<file path="src/rtl/rhsm_pkg.sv">
package rhsm_pkg;

	// Default depth of the text window, which is also the longest usable pattern.
	localparam int MaxPatternDefault = 16;

	// Hash arithmetic: residues modulo 997 fit in ten bits.
	localparam int HashW = 10;
	// a * b + c with a, c below 997 and b at most 997 stays below 2^20.
	localparam int ProdW = 20;

	localparam logic [HashW-1:0] HashMod   = 10'd997;
	localparam logic [HashW-1:0] HashRadix = 10'd26;
	localparam logic [7:0]       DigitBase = 8'd97;
	// Value added to bytes below the digit base, so that the digit wraps modulo 997.
	localparam logic [HashW-1:0] DigitWrap = HashMod - {2'b00, DigitBase};
	// 1024 mod 997, used to fold the upper bits of a product back into range.
	localparam logic [4:0]       FoldConst = 5'd27;

	// Configuration register indexes.
	typedef logic [1:0] cfg_idx_t;
	localparam cfg_idx_t CFG_PATTERN_LENGTH = 2'd0;
	localparam cfg_idx_t CFG_PATTERN_LOW    = 2'd1;
	localparam cfg_idx_t CFG_PATTERN_HIGH   = 2'd2;

	// Microprogram step addresses.
	localparam int StepW = 4;
	typedef logic [StepW-1:0] step_t;
	localparam step_t S_IDLE    = 4'd0;
	localparam step_t S_INIT    = 4'd1;
	localparam step_t S_PH_MUL  = 4'd2;
	localparam step_t S_PH_RED  = 4'd3;
	localparam step_t S_RM_MUL  = 4'd4;
	localparam step_t S_RM_RED  = 4'd5;
	localparam step_t S_BYTE    = 4'd6;
	localparam step_t S_RMV_MUL = 4'd7;
	localparam step_t S_RMV_RED = 4'd8;
	localparam step_t S_ADD_MUL = 4'd9;
	localparam step_t S_ADD_RED = 4'd10;
	localparam step_t S_CHK     = 4'd11;
	localparam step_t S_CMP     = 4'd12;
	localparam step_t S_EMIT    = 4'd13;

	typedef enum logic [1:0] {A_PH, A_RM, A_HASH} asel_t;
	typedef enum logic {B_RADIX, B_NEG_OLD} bsel_t;
	typedef enum logic [1:0] {CS_ZERO, CS_PAT_DIGIT, CS_HASH, CS_BYTE_DIGIT} csel_t;
	typedef enum logic [1:0] {D_NONE, D_PH, D_RM, D_HASH} dst_t;
	typedef enum logic [2:0] {
		CD_NEXT,
		CD_ALWAYS,
		CD_NOT_START,
		CD_NO_REMOVAL,
		CD_I_EQ_M,
		CD_HASH_MISS,
		CD_CMP_MORE
	} cond_t;

	// One control word of the microprogram.
	typedef struct packed {
		logic   wait_in;
		logic   init;
		logic   mul_en;
		asel_t  a_sel;
		bsel_t  b_sel;
		csel_t  c_sel;
		dst_t   dst;
		logic   i_clr;
		logic   i_inc;
		logic   shift;
		logic   ok_set;
		logic   cmp;
		logic   emit;
		cond_t  cond;
		step_t  target;
	} uword_t;

	// Digit of a text byte: (byte - 'a') mod 997.
	function automatic logic [HashW-1:0] digit_of(input logic [7:0] b);
		logic [HashW-1:0] d;
		if (b >= DigitBase) begin
			d = {2'b00, b - DigitBase};
		end else begin
			d = {2'b00, b} + DigitWrap;
		end
		return d;
	endfunction

	// Reduces a product below 2^20 modulo 997 by two folds and one subtraction.
	function automatic logic [HashW-1:0] hash_reduce(input logic [ProdW-1:0] x);
		logic [14:0] y;
		logic [10:0] z;
		y = 15'(x[19:10]) * 15'(FoldConst) + 15'(x[9:0]);
		z = 11'(y[14:10]) * 11'(FoldConst) + 11'(y[9:0]);
		if (z >= 11'(HashMod)) begin
			z = z - 11'(HashMod);
		end
		return z[HashW-1:0];
	endfunction

	// Microprogram ROM.
	function automatic uword_t ucode_word(input step_t pc);
		uword_t w;
		w = '0;
		unique case (pc)
			S_IDLE: begin
				w.wait_in = 1'b1;
				w.cond    = CD_NOT_START;
				w.target  = S_BYTE;
			end
			S_INIT: begin
				w.init = 1'b1;
				w.cond = CD_NEXT;
			end
			S_PH_MUL: begin
				w.mul_en = 1'b1;
				w.a_sel  = A_PH;
				w.b_sel  = B_RADIX;
				w.c_sel  = CS_PAT_DIGIT;
				w.i_inc  = 1'b1;
			end
			S_PH_RED: begin
				w.dst    = D_PH;
				w.cond   = CD_I_EQ_M;
				w.target = S_BYTE;
			end
			S_RM_MUL: begin
				w.mul_en = 1'b1;
				w.a_sel  = A_RM;
				w.b_sel  = B_RADIX;
				w.c_sel  = CS_ZERO;
			end
			S_RM_RED: begin
				w.dst    = D_RM;
				w.cond   = CD_ALWAYS;
				w.target = S_PH_MUL;
			end
			S_BYTE: begin
				w.i_clr  = 1'b1;
				w.cond   = CD_NO_REMOVAL;
				w.target = S_ADD_MUL;
			end
			S_RMV_MUL: begin
				w.mul_en = 1'b1;
				w.a_sel  = A_RM;
				w.b_sel  = B_NEG_OLD;
				w.c_sel  = CS_HASH;
			end
			S_RMV_RED: begin
				w.dst = D_HASH;
			end
			S_ADD_MUL: begin
				w.mul_en = 1'b1;
				w.a_sel  = A_HASH;
				w.b_sel  = B_RADIX;
				w.c_sel  = CS_BYTE_DIGIT;
			end
			S_ADD_RED: begin
				w.dst   = D_HASH;
				w.shift = 1'b1;
			end
			S_CHK: begin
				w.ok_set = 1'b1;
				w.cond   = CD_HASH_MISS;
				w.target = S_EMIT;
			end
			S_CMP: begin
				w.cmp    = 1'b1;
				w.i_inc  = 1'b1;
				w.cond   = CD_CMP_MORE;
				w.target = S_CMP;
			end
			S_EMIT: begin
				w.emit   = 1'b1;
				w.cond   = CD_ALWAYS;
				w.target = S_IDLE;
			end
			default: begin
				w.cond   = CD_ALWAYS;
				w.target = S_IDLE;
			end
		endcase
		return w;
	endfunction

endpackage

</file>
<file path="src/rtl/rolling_hash_string_match.sv">
// Each accepted text byte runs the byte steps: the new digit is added into the hash and the
// hash is checked; once the window is full the leaving byte is first taken out of the hash,
// and a hash hit adds a byte compare. A byte that starts a text first computes the pattern hash.
// One byte at a time: a new byte is taken only after the result step has loaded the result
// register, which waits while it is full and stalled; one shared multiply unit does all hashing.
// Reset (arst_n low, asynchronous): empty window, zero hashes and position, length one.
module rolling_hash_string_match import rhsm_pkg::*; #(
	parameter int MAX_PATTERN = MaxPatternDefault
) (
	input  logic        clk,
	input  logic        arst_n,
	// Text byte channel.
	input  logic        in_valid,
	output logic        in_stall,
	input  logic [7:0]  text_byte,
	input  logic        start_of_text,
	// Result channel.
	output logic        out_valid,
	input  logic        out_stall,
	output logic        match_found,
	output logic [31:0] match_start,
	// Configuration write channel.
	input  logic        cfg_valid,
	output logic        cfg_ready,
	input  cfg_idx_t    cfg_index,
	input  logic [63:0] cfg_data
);

	// LenW holds a length up to MAX_PATTERN; IdxW indexes the window.
	localparam int LenW = $clog2(MAX_PATTERN + 1);
	localparam int IdxW = (MAX_PATTERN > 1) ? $clog2(MAX_PATTERN) : 1;

	// Configuration registers.
	logic [4:0]  pattern_length_q;
	logic [63:0] pat_low_q;
	logic [63:0] pat_high_q;

	// Sequencer and datapath registers.
	step_t            pc_q;
	logic [LenW-1:0]  m_q;
	logic [LenW-1:0]  i_q;
	logic [HashW-1:0] hash_q;
	logic [HashW-1:0] ph_q;
	logic [HashW-1:0] rm_q;
	logic [ProdW-1:0] prod_q;
	logic [31:0]      seen_q;
	logic [7:0]       byte_q;
	logic             ok_q;
	logic [7:0]       win_q [MAX_PATTERN];

	// Output register.
	logic        out_valid_q;
	logic        match_found_q;
	logic [31:0] match_start_q;

	uword_t           uw;
	logic             in_accept;
	logic             out_free;
	logic             hold;
	logic             cond_true;
	logic [LenW-1:0]  m_clamped;
	logic [LenW-1:0]  rd_diff;
	logic [7:0]       win_rd;
	logic [7:0]       pat_rd;
	logic [7:0]       pat_arr [MAX_PATTERN];
	logic             eligible;
	logic             no_removal;
	logic             byte_eq;
	logic [HashW-1:0] mul_a;
	logic [HashW-1:0] mul_b;
	logic [HashW-1:0] mul_c;
	logic [ProdW-1:0] mul_res;
	logic [HashW-1:0] red_res;

	// The configuration registers take a write in every cycle.
	assign cfg_ready = 1'b1;

	// The control word of the current step drives everything below.
	assign uw = ucode_word(pc_q);

	// A byte is taken only while the sequencer sits idle; the result register is separate,
	// so a new transaction can start while the previous result is still waiting.
	assign in_stall  = (pc_q != S_IDLE);
	assign in_accept = in_valid && !in_stall;
	assign out_free  = !out_valid_q || !out_stall;

	// The sequencer holds in the idle step until a byte arrives and in the result step until
	// the output register is free.
	assign hold = (uw.wait_in && !in_accept) || (uw.emit && !out_free);

	// Pattern bytes laid out by position; positions beyond the two registers read as zero.
	for (genvar j = 0; j < MAX_PATTERN; j++) begin : g_pat
		if (j < 8) begin : g_low
			assign pat_arr[j] = pat_low_q[8*j +: 8];
		end else if (j < 16) begin : g_high
			assign pat_arr[j] = pat_high_q[8*(j-8) +: 8];
		end else begin : g_zero
			assign pat_arr[j] = 8'd0;
		end
	end

	// A length of zero counts as one and anything longer than the window as the window.
	always_comb begin
		if (pattern_length_q == 5'd0) begin
			m_clamped = LenW'(1);
		end else if (32'(pattern_length_q) > 32'(MAX_PATTERN)) begin
			m_clamped = LenW'(MAX_PATTERN);
		end else begin
			m_clamped = LenW'(pattern_length_q);
		end
	end

	// One window read port. With the counter cleared it addresses the byte that leaves the
	// window; during the compare it walks from the oldest byte towards the newest.
	assign rd_diff = m_q - LenW'(1) - i_q;
	assign win_rd  = win_q[rd_diff[IdxW-1:0]];
	assign pat_rd  = pat_arr[i_q[IdxW-1:0]];
	assign byte_eq = (win_rd == pat_rd);

	// seen_q is the position of the byte in hand until the result is sent.
	assign eligible   = (seen_q >= (32'(m_q) - 32'd1));
	assign no_removal = (seen_q < 32'(m_q));

	always_comb begin
		case (uw.cond)
			CD_NEXT:       cond_true = 1'b0;
			CD_ALWAYS:     cond_true = 1'b1;
			CD_NOT_START:  cond_true = !start_of_text;
			CD_NO_REMOVAL: cond_true = no_removal;
			CD_I_EQ_M:     cond_true = (i_q == m_q);
			CD_HASH_MISS:  cond_true = !(eligible && (hash_q == ph_q));
			CD_CMP_MORE:   cond_true = byte_eq && ((LenW+1)'(i_q) + (LenW+1)'(1) < (LenW+1)'(m_q));
			default:       cond_true = 1'b0;
		endcase
	end

	// The shared multiply-accumulate: a * b + c, reduced modulo 997 in the following step.
	// Taking the leaving digit out of the hash is done as a multiply by its complement.
	always_comb begin
		case (uw.a_sel)
			A_PH:    mul_a = ph_q;
			A_RM:    mul_a = rm_q;
			A_HASH:  mul_a = hash_q;
			default: mul_a = '0;
		endcase
		case (uw.b_sel)
			B_RADIX:   mul_b = HashRadix;
			B_NEG_OLD: mul_b = HashMod - digit_of(win_rd);
			default:   mul_b = HashRadix;
		endcase
		case (uw.c_sel)
			CS_ZERO:       mul_c = '0;
			CS_PAT_DIGIT:  mul_c = digit_of(pat_rd);
			CS_HASH:       mul_c = hash_q;
			CS_BYTE_DIGIT: mul_c = digit_of(byte_q);
			default:       mul_c = '0;
		endcase
	end

	assign mul_res = ProdW'(mul_a) * ProdW'(mul_b) + ProdW'(mul_c);
	assign red_res = hash_reduce(prod_q);

	// Configuration writes; indexes past the list are dropped.
	always_ff @(posedge clk or negedge arst_n) begin
		if (!arst_n) begin
			pattern_length_q <= 5'd1;
			pat_low_q        <= '0;
			pat_high_q       <= '0;
		end else if (cfg_valid && cfg_ready) begin
			unique case (cfg_index)
				CFG_PATTERN_LENGTH: pattern_length_q <= cfg_data[4:0];
				CFG_PATTERN_LOW:    pat_low_q        <= cfg_data;
				CFG_PATTERN_HIGH:   pat_high_q       <= cfg_data;
				default: ;
			endcase
		end
	end

	// Step counter.
	always_ff @(posedge clk or negedge arst_n) begin
		if (!arst_n) begin
			pc_q <= S_IDLE;
		end else if (!hold) begin
			if (cond_true) begin
				pc_q <= uw.target;
			end else begin
				pc_q <= pc_q + step_t'(1);
			end
		end
	end

	// Datapath registers.
	always_ff @(posedge clk or negedge arst_n) begin
		if (!arst_n) begin
			m_q    <= LenW'(1);
			i_q    <= '0;
			hash_q <= '0;
			ph_q   <= '0;
			rm_q   <= HashW'(1);
			prod_q <= '0;
			seen_q <= '0;
			byte_q <= '0;
			ok_q   <= 1'b0;
			for (int k = 0; k < MAX_PATTERN; k++) begin
				win_q[k] <= '0;
			end
		end else begin
			if (in_accept) begin
				byte_q <= text_byte;
			end
			if (uw.init) begin
				// A new text: latch the length, clear the window and start both hash chains.
				m_q    <= m_clamped;
				i_q    <= '0;
				hash_q <= '0;
				ph_q   <= '0;
				rm_q   <= HashW'(1);
				seen_q <= '0;
				for (int k = 0; k < MAX_PATTERN; k++) begin
					win_q[k] <= '0;
				end
			end
			if (uw.mul_en) begin
				prod_q <= mul_res;
			end
			case (uw.dst)
				D_PH:    ph_q   <= red_res;
				D_RM:    rm_q   <= red_res;
				D_HASH:  hash_q <= red_res;
				default: ;
			endcase
			if (uw.i_clr) begin
				i_q <= '0;
			end else if (uw.i_inc) begin
				i_q <= i_q + LenW'(1);
			end
			if (uw.shift) begin
				win_q[0] <= byte_q;
				for (int k = 1; k < MAX_PATTERN; k++) begin
					win_q[k] <= win_q[k-1];
				end
			end
			if (uw.ok_set) begin
				ok_q <= eligible && (hash_q == ph_q);
			end else if (uw.cmp && !byte_eq) begin
				ok_q <= 1'b0;
			end
			// The position advances once the result is loaded into the output register; it stops at the top.
			if (uw.emit && out_free && (seen_q != '1)) begin
				seen_q <= seen_q + 32'd1;
			end
		end
	end

	// Output register: loaded in the result step, released by the result transaction.
	always_ff @(posedge clk or negedge arst_n) begin
		if (!arst_n) begin
			out_valid_q   <= 1'b0;
			match_found_q <= 1'b0;
			match_start_q <= '0;
		end else begin
			if (uw.emit && out_free) begin
				out_valid_q   <= 1'b1;
				match_found_q <= ok_q;
				match_start_q <= ok_q ? (seen_q - 32'(m_q) + 32'd1) : 32'd0;
			end else if (out_valid_q && !out_stall) begin
				out_valid_q <= 1'b0;
			end
		end
	end

	assign out_valid   = out_valid_q;
	assign match_found = match_found_q;
	assign match_start = match_start_q;

	// A result only appears out of the result step.
	a_emit_source: assert property (@(posedge clk) disable iff (!arst_n)
		$rose(out_valid_q) |-> $past(pc_q == S_EMIT))
		else $error("result raised outside the result step");

	// Every residue stays reduced, and the removal factor is never zero.
	a_residues: assert property (@(posedge clk) disable iff (!arst_n)
		(hash_q < HashMod) && (ph_q < HashMod) && (rm_q < HashMod) && (rm_q != '0))
		else $error("hash residue out of range");

	// The latched length lies between one and the window depth.
	a_length: assert property (@(posedge clk) disable iff (!arst_n)
		(m_q != '0) && (m_q <= LenW'(MAX_PATTERN)))
		else $error("latched pattern length out of range");

	// The compare walk never runs past the pattern.
	a_cmp_bound: assert property (@(posedge clk) disable iff (!arst_n)
		(pc_q == S_CMP) |-> (i_q < m_q))
		else $error("compare index beyond pattern length");

endmodule
</file>
<file path="config.mk">
export PLATFORM = sky130hd
export DESIGN_NAME = rolling_hash_string_match
export DESIGN_NICKNAME = d
export VERILOG_FILES = /design/src/rtl/rhsm_pkg.sv /design/src/rtl/rolling_hash_string_match.sv
export SDC_FILE = /design/constraint.sdc
export NUM_CORES = 1
export LEC_CHECK = 0
export BUFFER_PORTS_ARGS = -buffer_cell sky130_fd_sc_hd__buf_2
export CORE_MARGIN = 2
export CORE_UTILIZATION = 60
export DETAILED_ROUTE_END_ITERATION = 10
export MAX_ROUTING_LAYER = met4
export PLACE_DENSITY = 0.78
export SYNTH_ARGS = -nofsm -noshare
export SYNTH_HDL_FRONTEND = slang
export SYNTH_SLANG_ARGS = --single-unit
</file>
<file path="constraint.sdc">
create_clock -name clk -period 32.3 [get_ports clk]
set_input_delay 3.23 -clock clk [delete_from_list [all_inputs] [get_ports clk]]
set_output_delay 3.23 -clock clk [all_outputs]
set_load 0.02 [all_outputs]
</file>
[After elaboration in Yosys (flattened, before gate mapping)]
Cells that the tools add are included.
Storage, ports and cells
  memory bits (writable): 0
  memories kept: 0
  logic and storage cells: 188
  register bits after elaboration: 400
  output and inout port bits: 36
  memory bits (read-only): 0
  latch bits: 0
  input port bits: 80
Operators by class
  add/subtract/negate cells: 20
  shift-type cells: 0
  equality and inequality tests: 33
  reductions and logical operators: 40
  magnitude comparators: 10
  muxes and demuxes: 47
  bitwise logic cells: 3
  multipliers: 3
  divide/modulo/power cells: 0
Operators by type and width (number)
  128-bit 2-to-1 mux: 2
  10-bit 2-to-1 mux: 10
  32-bit 2-to-1 mux: 3
  32-bit by 1-bit adder with 32-bit output (second input constant): 2
  8-bit binary-select mux with 4-bit select: 2
  10-bit case mux with 4 select lines: 1
  32-bit greater-or-equal comparator: 1
  32-bit by 5-bit less-than comparator with 1-bit output: 1
  8-bit 2-to-1 mux: 4
  32-bit != test (second input constant): 1
  32-bit by 5-bit subtractor with 32-bit output: 1
  9-bit by 8-bit adder with 10-bit output (second input constant): 3
  10-bit case mux with 3 select lines: 1
  5-bit 2-to-1 mux: 5
  4-bit equality test (second input constant): 6
  8-bit by 7-bit greater-or-equal comparator with 1-bit output (second input constant): 3
  6-bit case mux with 4 select lines: 1
  8-bit by 7-bit subtractor with 8-bit output (second input constant): 3
  20-bit by 10-bit adder with 20-bit output: 1
  10-bit by 10-bit multiplier with 20-bit output: 1
  10-bit case mux with 2 select lines: 1
  4-bit case mux with 5 select lines: 1
  3-bit case mux with 6 select lines: 1
  4-bit by 3-bit equality test with 1-bit output (second input constant): 4
  other kinds (44): 97

[Longest topological paths before layout]
Gate-level depths: netlist (run 1).
  depth after elaboration: 13
  mapped depth: 44
  mapped depth without buffers: 39

[Worst setup path before layout (run 1)]
No wires, ideal clock.
  path type: flip-flop to flip-flop
  from: reg i_q[0]
  to: reg prod_q[19]
  buffers on the path: 3
  period minus slack after synthesis: 10211 ps
  stages on the path, launching flop included: 39
  setup slack: 22089 ps
  data required time: 32163 ps
  arrival: 10074 ps
  cell sequence: dfrtp_1 -> buf_2 -> buf_1 -> inv_1 -> ha_1 -> inv_1 -> fa_1 -> buf_2 -> mux4_2 -> mux2i_1 -> o21ai_0 -> nand2_1 -> ha_1 -> inv_1 -> o21ai_0 -> a221oi_2 -> a2bb2oi_2 -> or4_4 -> [... 3 more ...] -> or2_1 -> fa_1 -> fa_1 -> fa_1 -> inv_1 -> fa_1 -> inv_1 -> fa_1 -> inv_1 -> ha_1 -> a21o_1 -> o41ai_1 -> o211ai_1 -> o41a_1 -> a211oi_1 -> a21oi_1 -> xnor2_1 -> a21oi_1
Between the ends
  word-level cells in the longest chain between the ends: 12
Ends and longest elaborated chain
  from (decl): RTL line rolling_hash_string_match.sv:41  | logic [LenW-1:0] i_q;
  from (signal assigned): RTL line rolling_hash_string_match.sv:235  | i_q <= i_q + LenW'(1);
  4-bit subtractor: RTL line rolling_hash_string_match.sv:115  | assign rd_diff = m_q - LenW'(1) - i_q;
  4-bit inverter with 5-bit output (implied by the code): RTL line rolling_hash_string_match.sv:116  | assign win_rd = win_q[rd_diff[IdxW-1:0]];
  8-bit binary-select mux with 4-bit select: RTL line rolling_hash_string_match.sv:116
  8-bit 2-to-1 mux (implied by the code) (2 in series): RTL line rolling_hash_string_match.sv:116
  9-bit by 8-bit adder with 10-bit output (tied with other cells): RTL line rhsm_pkg.sv:82  | d = {2'b00, b} + DigitWrap;
  10-bit 2-to-1 mux: RTL line rhsm_pkg.sv:79  | if (b >= DigitBase) begin
  10-bit 2-to-1 mux: RTL line rolling_hash_string_match.sv:146  | case (uw.b_sel)
  10-bit subtractor: RTL line rolling_hash_string_match.sv:148  | B_NEG_OLD: mul_b = HashMod - digit_of(win_rd);
  10-bit case mux with 2 select lines: RTL line rolling_hash_string_match.sv:146
  10-bit by 10-bit multiplier with 20-bit output: RTL line rolling_hash_string_match.sv:160  | assign mul_res = ProdW'(mul_a) * ProdW'(mul_b) + ProdW'(mul_c);
  20-bit by 10-bit adder with 20-bit output (*): RTL line rolling_hash_string_match.sv:160
  to (signal assigned): RTL line rolling_hash_string_match.sv:224  | prod_q <= mul_res;
  to (decl): RTL line rolling_hash_string_match.sv:45  | logic [ProdW-1:0] prod_q;
Mark *: on every way between the ends. The rest lies on a longest branch, timed or not. The select of a mux whose other input is x is not followed.
A chain may end at the register's enable or synchronous reset.

[Worst setup path in the final report (run 1)]
  from: reg m_q[0]
  to: reg prod_q[18]
Between the ends
  word-level cells in the longest chain between the ends: 13
Ends and longest elaborated chain
  from (decl): RTL line rolling_hash_string_match.sv:40  | logic [LenW-1:0] m_q;
  from (signal assigned): RTL line rolling_hash_string_match.sv:195  | m_q <= LenW'(1);
  from (signal assigned): RTL line rolling_hash_string_match.sv:213  | m_q <= m_clamped;
  4-bit by 1-bit subtractor with 4-bit output (*): RTL line rolling_hash_string_match.sv:115
  4-bit subtractor (*): RTL line rolling_hash_string_match.sv:115
  4-bit inverter with 5-bit output (implied by the code) (*): RTL line rolling_hash_string_match.sv:116
  8-bit binary-select mux with 4-bit select (*): RTL line rolling_hash_string_match.sv:116
  8-bit 2-to-1 mux (implied by the code) (*) (2 in series): RTL line rolling_hash_string_match.sv:116
  9-bit by 8-bit adder with 10-bit output (tied with other cells): RTL line rhsm_pkg.sv:82
  10-bit 2-to-1 mux (*): RTL line rhsm_pkg.sv:79
  10-bit 2-to-1 mux (*): RTL line rolling_hash_string_match.sv:146
  10-bit subtractor (*): RTL line rolling_hash_string_match.sv:148
  10-bit case mux with 2 select lines (*): RTL line rolling_hash_string_match.sv:146
  10-bit by 10-bit multiplier with 20-bit output (*): RTL line rolling_hash_string_match.sv:160
  20-bit by 10-bit adder with 20-bit output (*): RTL line rolling_hash_string_match.sv:160
Marks and branches as above.

==> reports/metrics.csv, run 1 <==
metric;value;unit
Unique masters post-synth;84;
PostCTS Resize Cnt;0;
EDFF count, synth;0;
RD Place Congestion;0.922;
xor and xnor area share after synthesis;3.65;%
post-synth top area cell;dfrtp_1;
mux contribution to synthesized area;11.9;%
Clock Path Buffers;3;
FILL cells;3547;
ANT nets after route;0;
Post-synth top cells;dfrtp_1 (397), ha_1 (256), inv_1 (255), nand2_1 (209), o21ai_0 (162);
predominant post-synthesis flop cell;dfrtp_1;
Worst setup SP type;register;
share of cells above drive strength 1;16.8;%
Max Cap Viol;0;
post-synth top area share;35.6;%
Num CTS Buffers;44;
Crit Path Max Fanout;32;
sequential-to-total area share from yosys stat;35.8;%
Fmax achieved;89.8;MHz
Slew headroom;17.0;%
worst skew pair latency;580;ps
status;complete, no violations;
simple-gate share of the synthesized area;10.3;%
Final period util;34.5;%
area delta synth->final;9.38;%
worst slew pin tran;1240;ps
Crit. End Element;register;
largest family of logic cells by synthesized area;adder cells;
I/O Buffers;114;
Placeable Area;46300;um2
Final setup viols;0;
Critical Path RT;32760;ps
Clock Skew;22.7;ps
Mapped Nets;3073;
fin nets;3149;
1st-pass router iterations;6;
grt total ovfl;0;
vias post-DR;20400;
FF+latch count, synth;400;
Setup crit start;m_q[0];
CTS Hold Buffers Added;0;
DP HPWL;48300;um
post-synthesis compound-gate area fraction;14.0;%
DIE WIDTH;220;um
met2 wire len;32500;um
Post-Syn Area per Cell;10.6;um2
GRT Util Overall;28.7;%
Residual DRC;0;
HP Start;match_start[21];
fin crit period;11130;ps
cell area after synthesis;27900;um2
Post-Synthesis Cells;2628;
Post-synth ARST share;100;%
H-Tree Depth;2;
crit path kind;register to register;
Yosys warnings;0;
top cell family by delay on the critical path;adder cells;
Starting Density;60.4;%
instance count on the critical path;33;
Highest Signal Layer;met4;
Slew Viols, Final;0;
CTS tree;yes;
CTS root buffer;clkbuf_16;
initial antenna violation count;6;
wire length on met3;3410;um
Hold Crit Depth;2;
WP data arrival;11600;ps
Die ar.;48300;um2
TNS Setup;0;ps
Avg Vias per Cell;6.10;
Synth Area in Adders;19.3;%
WL final;66300;um
maximum number of pins on one net before global-route repair;121;
clk slew on worst S/H paths;60;ps
post-CTS setup buffers;0;
drt wl/cell;19.8;um
setup repair after global routing missed its margin;no;
vias in the first global route;20400;
r2r startpoint;m_q[0];
CTS Sinks;400;
Final Hold Viols;0;
Die Ht;220;um
FF-to-FF path depth;33;
Top-Level Pins;116;
wire length of the first global-routing pass;108000;um
M1 WL;28900;um
synth top area cells;dfrtp_1 (36%), ha_1 (11%), fa_1 (7.8%);
count leader, synth;dfrtp_1;
crit-path most repeated cell;fa_1;
Worst Path Buf+Inv;5;
Initial DRC Count;1803;
Worst path slowest cell;nor2b_1;
Row Count;79;
CP peak stage delay;620;ps
Worst Hold Class;register to register;
[layout make-up]
cell class | count | area [um2] | area share, %
repair buffers | 132 | 716 | 2.34
diodes | 8 | 20.0 | 0.0655
well taps | 607 | 759 | 2.49
clock inverters | 19 | 282 | 0.921
clock buffers | 62 | 1270 | 4.15
multi-input cells | 1870 | 16500 | 54.1
flip-flops and latches | 400 | 10000 | 32.8
inverters | 256 | 961 | 3.14
[placed cells by master (no fill, tap or decap), types with 20 or more instances in the layout]
master / count
a21oi_1: 88
a22o_1: 141
and2_1: 20
and3_1: 21
buf_2: 113
clkbuf_16: 44
dfrtp_1: 396
fa_1: 109
ha_1: 255
inv_1: 255
mux2_2: 139
mux4_2: 72
nand2_1: 209
nand3_1: 68
nand4_1: 21
nor2_1: 129
nor2b_1: 21
nor3_1: 26
o21ai_0: 162
xnor2_1: 74
xor2_1: 35
[logic make-up after synthesis]
| logic type | after synthesis |
|---|---|
| compound gates | 564 |
| mux | 224 |
| flops | 400 |
| xor+xnor | 113 |
| fa+ha+maj | 365 |
| other cells | 1 |
| buf+inv | 358 |
| simple gates | 603 |
[state kept, by name (all words and copies together), names as in the netlist, 5 cells and up]
name	count
byte_q	8
hash_q	10
i_q	5
m_q	5
match_start	32
pat_high_q	64
pat_low_q	64
pattern_length_q	5
ph_q	10
prod_q	20
rm_q	10
seen_q	32
win_q	128
[stage by stage]
| stage | instances | util (%) | instance area [um2] | hold slack [ps] | worst slack, ps |
|---|---|---|---|---|---|
| 4_1_cts | 3346 | 66.0 | 30500 | 463 | 21200 |
| 2_1_floorplan | 2628 | - | 27900 | 439 | 22090 |
| 3_5_place_dp | 3265 | 62.7 | 29000 | 455 | 21220 |
| 6_report | 3354 | 66.1 | 30600 | 469 | 21170 |
| 5_1_grt | 3351 | 66.0 | 30500 | 474 | 20560 |
| 3_3_place_gp | 3265 | 62.7 | 29000 | 453 | 21520 |
[final timing paths]
kind	to	slack (ps)
worst min-delay path	match_start[21]	470
min in group asynchronous	byte_q[1]	2700
worst min register to register	match_start[21]	470
worst max register to register	prod_q[18]	21170
worst max-delay path	prod_q[18]	21170
max in group asynchronous	i_q[0]	26550
[tightest hold or removal path, stage by stage, from the launching register on]
cell and delay, ps:
dfrtp_1 330, nand2_1 40, o21ai_0 60
[metal layers]
layer / up-vias / global-route usage (%)
met5: - / -
met4: 0 / 8.14
met3: 105 / 3.86
met2: 547 / 45.8
met1: 10300 / 38.8
li1: 9463 / -
Power of run 1 is left out: the tool's default activity adds up to more than one toggle a clock period on the data nets, which glitch-free logic cannot reach.
==> run 2, diff against run 1 <==
- clock period: 32.3 -> 11.3 ns (I/O delays scaled with it)
==> run 2 against run 1 <==
  * First-iteration DRC count shrank 17%
  * Final area decreased by 0.24%
  * Global-route usage is 0.60 points lower
  * Clock skew is 10 ps higher
  * Cell count down 0.15%
  * Maximum frequency grew 3.1%
  * Routed wire length decreased by 2.7%
  * Setup slack got worse by 21000 ps
  * Via count is 0.76% lower
  * Die area unchanged
  * Non-clock buffer count is 1 higher
  * Highest routed layer unchanged
==> reports/metrics.csv, run 2 (synthesis results as in run 1) <==
metric;value;unit;change
1st-pass router iterations;6;;unchanged
Max Cap Viol;0;;unchanged
TNS Setup;0;ps;unchanged
R2R Setup Slk;500;ps;-20660 ps
DP HPWL;47000;um;-2.6%
drt wl/cell;19.3;um;-2.6%
fin area;30500;um2;-0.24%
maximum number of pins on one net before global-route repair;199;;+64%
Clock Path Buffers;3;;unchanged
Cell Count, Final, Fillers Out;3349;;-0.15%
status;complete, no violations;;
commonest non-fill, non-tap cells in the layout;dfrtp_1 (396), inv_1 (255), ha_1 (255), nand2_1 (209), o21ai_0 (161);;
Final Hold Viols;0;;unchanged
Slew Viols, Final;0;;unchanged
Num CTS Buffers;43;;-2.3%
Largest register FFs;128;;unchanged
WP data arrival;11210;ps;-390 ps
fin crit period;10800;ps;-338 ps
CTS Sinks;400;;unchanged
area of the multi-input gates;16500;um2;unchanged
HP Start;match_start[24];;
Slew headroom;15.1;%;-1.9 points
crit-path most repeated cell;fa_1;;
Final period util;95.5;%;+61 points
vias in the first global route;20000;;-1.9%
I/O Buffers;114;;unchanged
CP peak stage delay;650;ps;+30 ps
Top-Level Pins;116;;unchanged
Row Count;79;;unchanged
Final setup viols;0;;unchanged
Largest Register;win_q;;
WL final;64500;um;-2.7%
share of cells above drive strength 1;16.7;%;-0.067 points
worst reg2reg endpoint;prod_q[19];;
Placeable Area;46300;um2;unchanged
Worst Path Buf+Inv;6;;+1
Avg Vias per Cell;6.06;;-0.61%
instance count on the critical path;35;;+6.1%
DIE WIDTH;220;um;unchanged
Crit Path Max Fanout;29;;-9.4%
worst slew pin tran;1270;ps;+33.8 ps
Hold EP;match_start[24];;
Cells after DPL;3266;;+0.031%
Critical Path RT;11710;ps;-21050 ps
ANT nets after route;0;;unchanged
clk slew on worst S/H paths;60;ps;about the same
most common cell after layout, fill and taps aside;dfrtp_1;;
area delta synth->final;9.12;%;
Worst Hold Class;register to register;;
worst skew pair latency;580;ps;about the same
Fmax achieved;92.6;MHz;+3.1%
Initial DRC Count;1493;;-17%
crit path kind;register to register;;
H-Tree Depth;2;;unchanged
wire length of the first global-routing pass;106000;um;-1.4%
fin util;65.9;%;-0.16 points
top cell family by delay on the critical path;adder cells;;
post-CTS setup buffers;0;;unchanged
Reg area;10000;um2;unchanged
initial antenna violation count;3;;-3
r2r startpoint;m_q[0];;
CTS tree;yes;;
DP Area;29000;um2;+0.11%
FF-to-FF path depth;35;;+6.1%
largest registers;win_q (128), pat_high_q (64), pat_low_q (64);;
FILL cells;3510;;-1.0%
Clock Skew;33.1;ps;+10.4 ps
fin nets;3149;;unchanged
RD Place Congestion;0.891;;-3.4%
Residual DRC;0;;unchanged
CTS root buffer;clkbuf_16;;
Crit. End Element;register;;
Die ar.;48300;um2;unchanged
Worst path slowest cell;fa_1;;
grt total ovfl;0;;unchanged
Starting Density;60.4;%;unchanged
Worst setup SP type;register;;
vias post-DR;20300;;-0.76%
setup repair after global routing missed its margin;no;;
GRT Util Overall;28.1;%;-0.60 points
CTS Hold Buffers Added;0;;unchanged
PostCTS Resize Cnt;0;;unchanged
Hold Crit Depth;2;;unchanged
Die Ht;220;um;unchanged
[run 2: cell count changes in the layout (fill, tap and decap cells not counted), moves of 2 or more]
cell / previous run / this run
clkbuf_8: 10 / 13
bufinv_16: 6 / 2
clkinvlp_4: 0 / 2
buf_12: 0 / 2
clkinv_2: 9 / 7
diode_2: 8 / 4
[run 2: worst max-delay path by stage]
stage                 from    endpoint  slack (ps)
floorplan           i_q[0]  prod_q[19]        1090
global placement    m_q[0]  prod_q[19]         790
detailed placement  m_q[0]  prod_q[19]         460
CTS                 m_q[0]  prod_q[19]         380
global route        m_q[0]  prod_q[19]          20
finish              m_q[0]  prod_q[19]         500
[run 2: per-stage QoR]
step	setup slack, ps	hold WS [ps]
2_1_floorplan	1090	439
3_3_place_gp	789	452
3_5_place_dp	455	461
4_1_cts	380	471
5_1_grt	22.0	477
6_report	503	471
[run 2: layout make-up]
cell class                      instances  area share, %
Antenna cell                            4         0.0328
Clock buffer                           65           4.23
Multi-Input combinational cell       1870           54.2
Sequential cell                       400           32.9
Tap cell                              607           2.49
Clock inverter                         14          0.542
Timing Repair Buffer                  133           2.45
Inverter                              256           3.15
[run 2: per-layer routing]
metal / part of all wire (%) / track usage [%]
met2: 48 / 44.3
met3: 4.9 / 3.77
met5: 0 / -
met1: 44 / 38.8
met4: 2.2 / 7.14
[run 2: worst register-to-register path: cells and delay by family (launching register included)]
kind	cells	cell delay (ps)
adder cells (fa/ha/maj)	9	3940
AO/OA/AOI/OAI	13	3450
AND/OR/NAND/NOR	4	1200
multiplexers	2	750
flip-flops	1	570
buffers and inverters	6	510
XOR/XNOR	1	190
Power of run 2 is left out for the same reason.
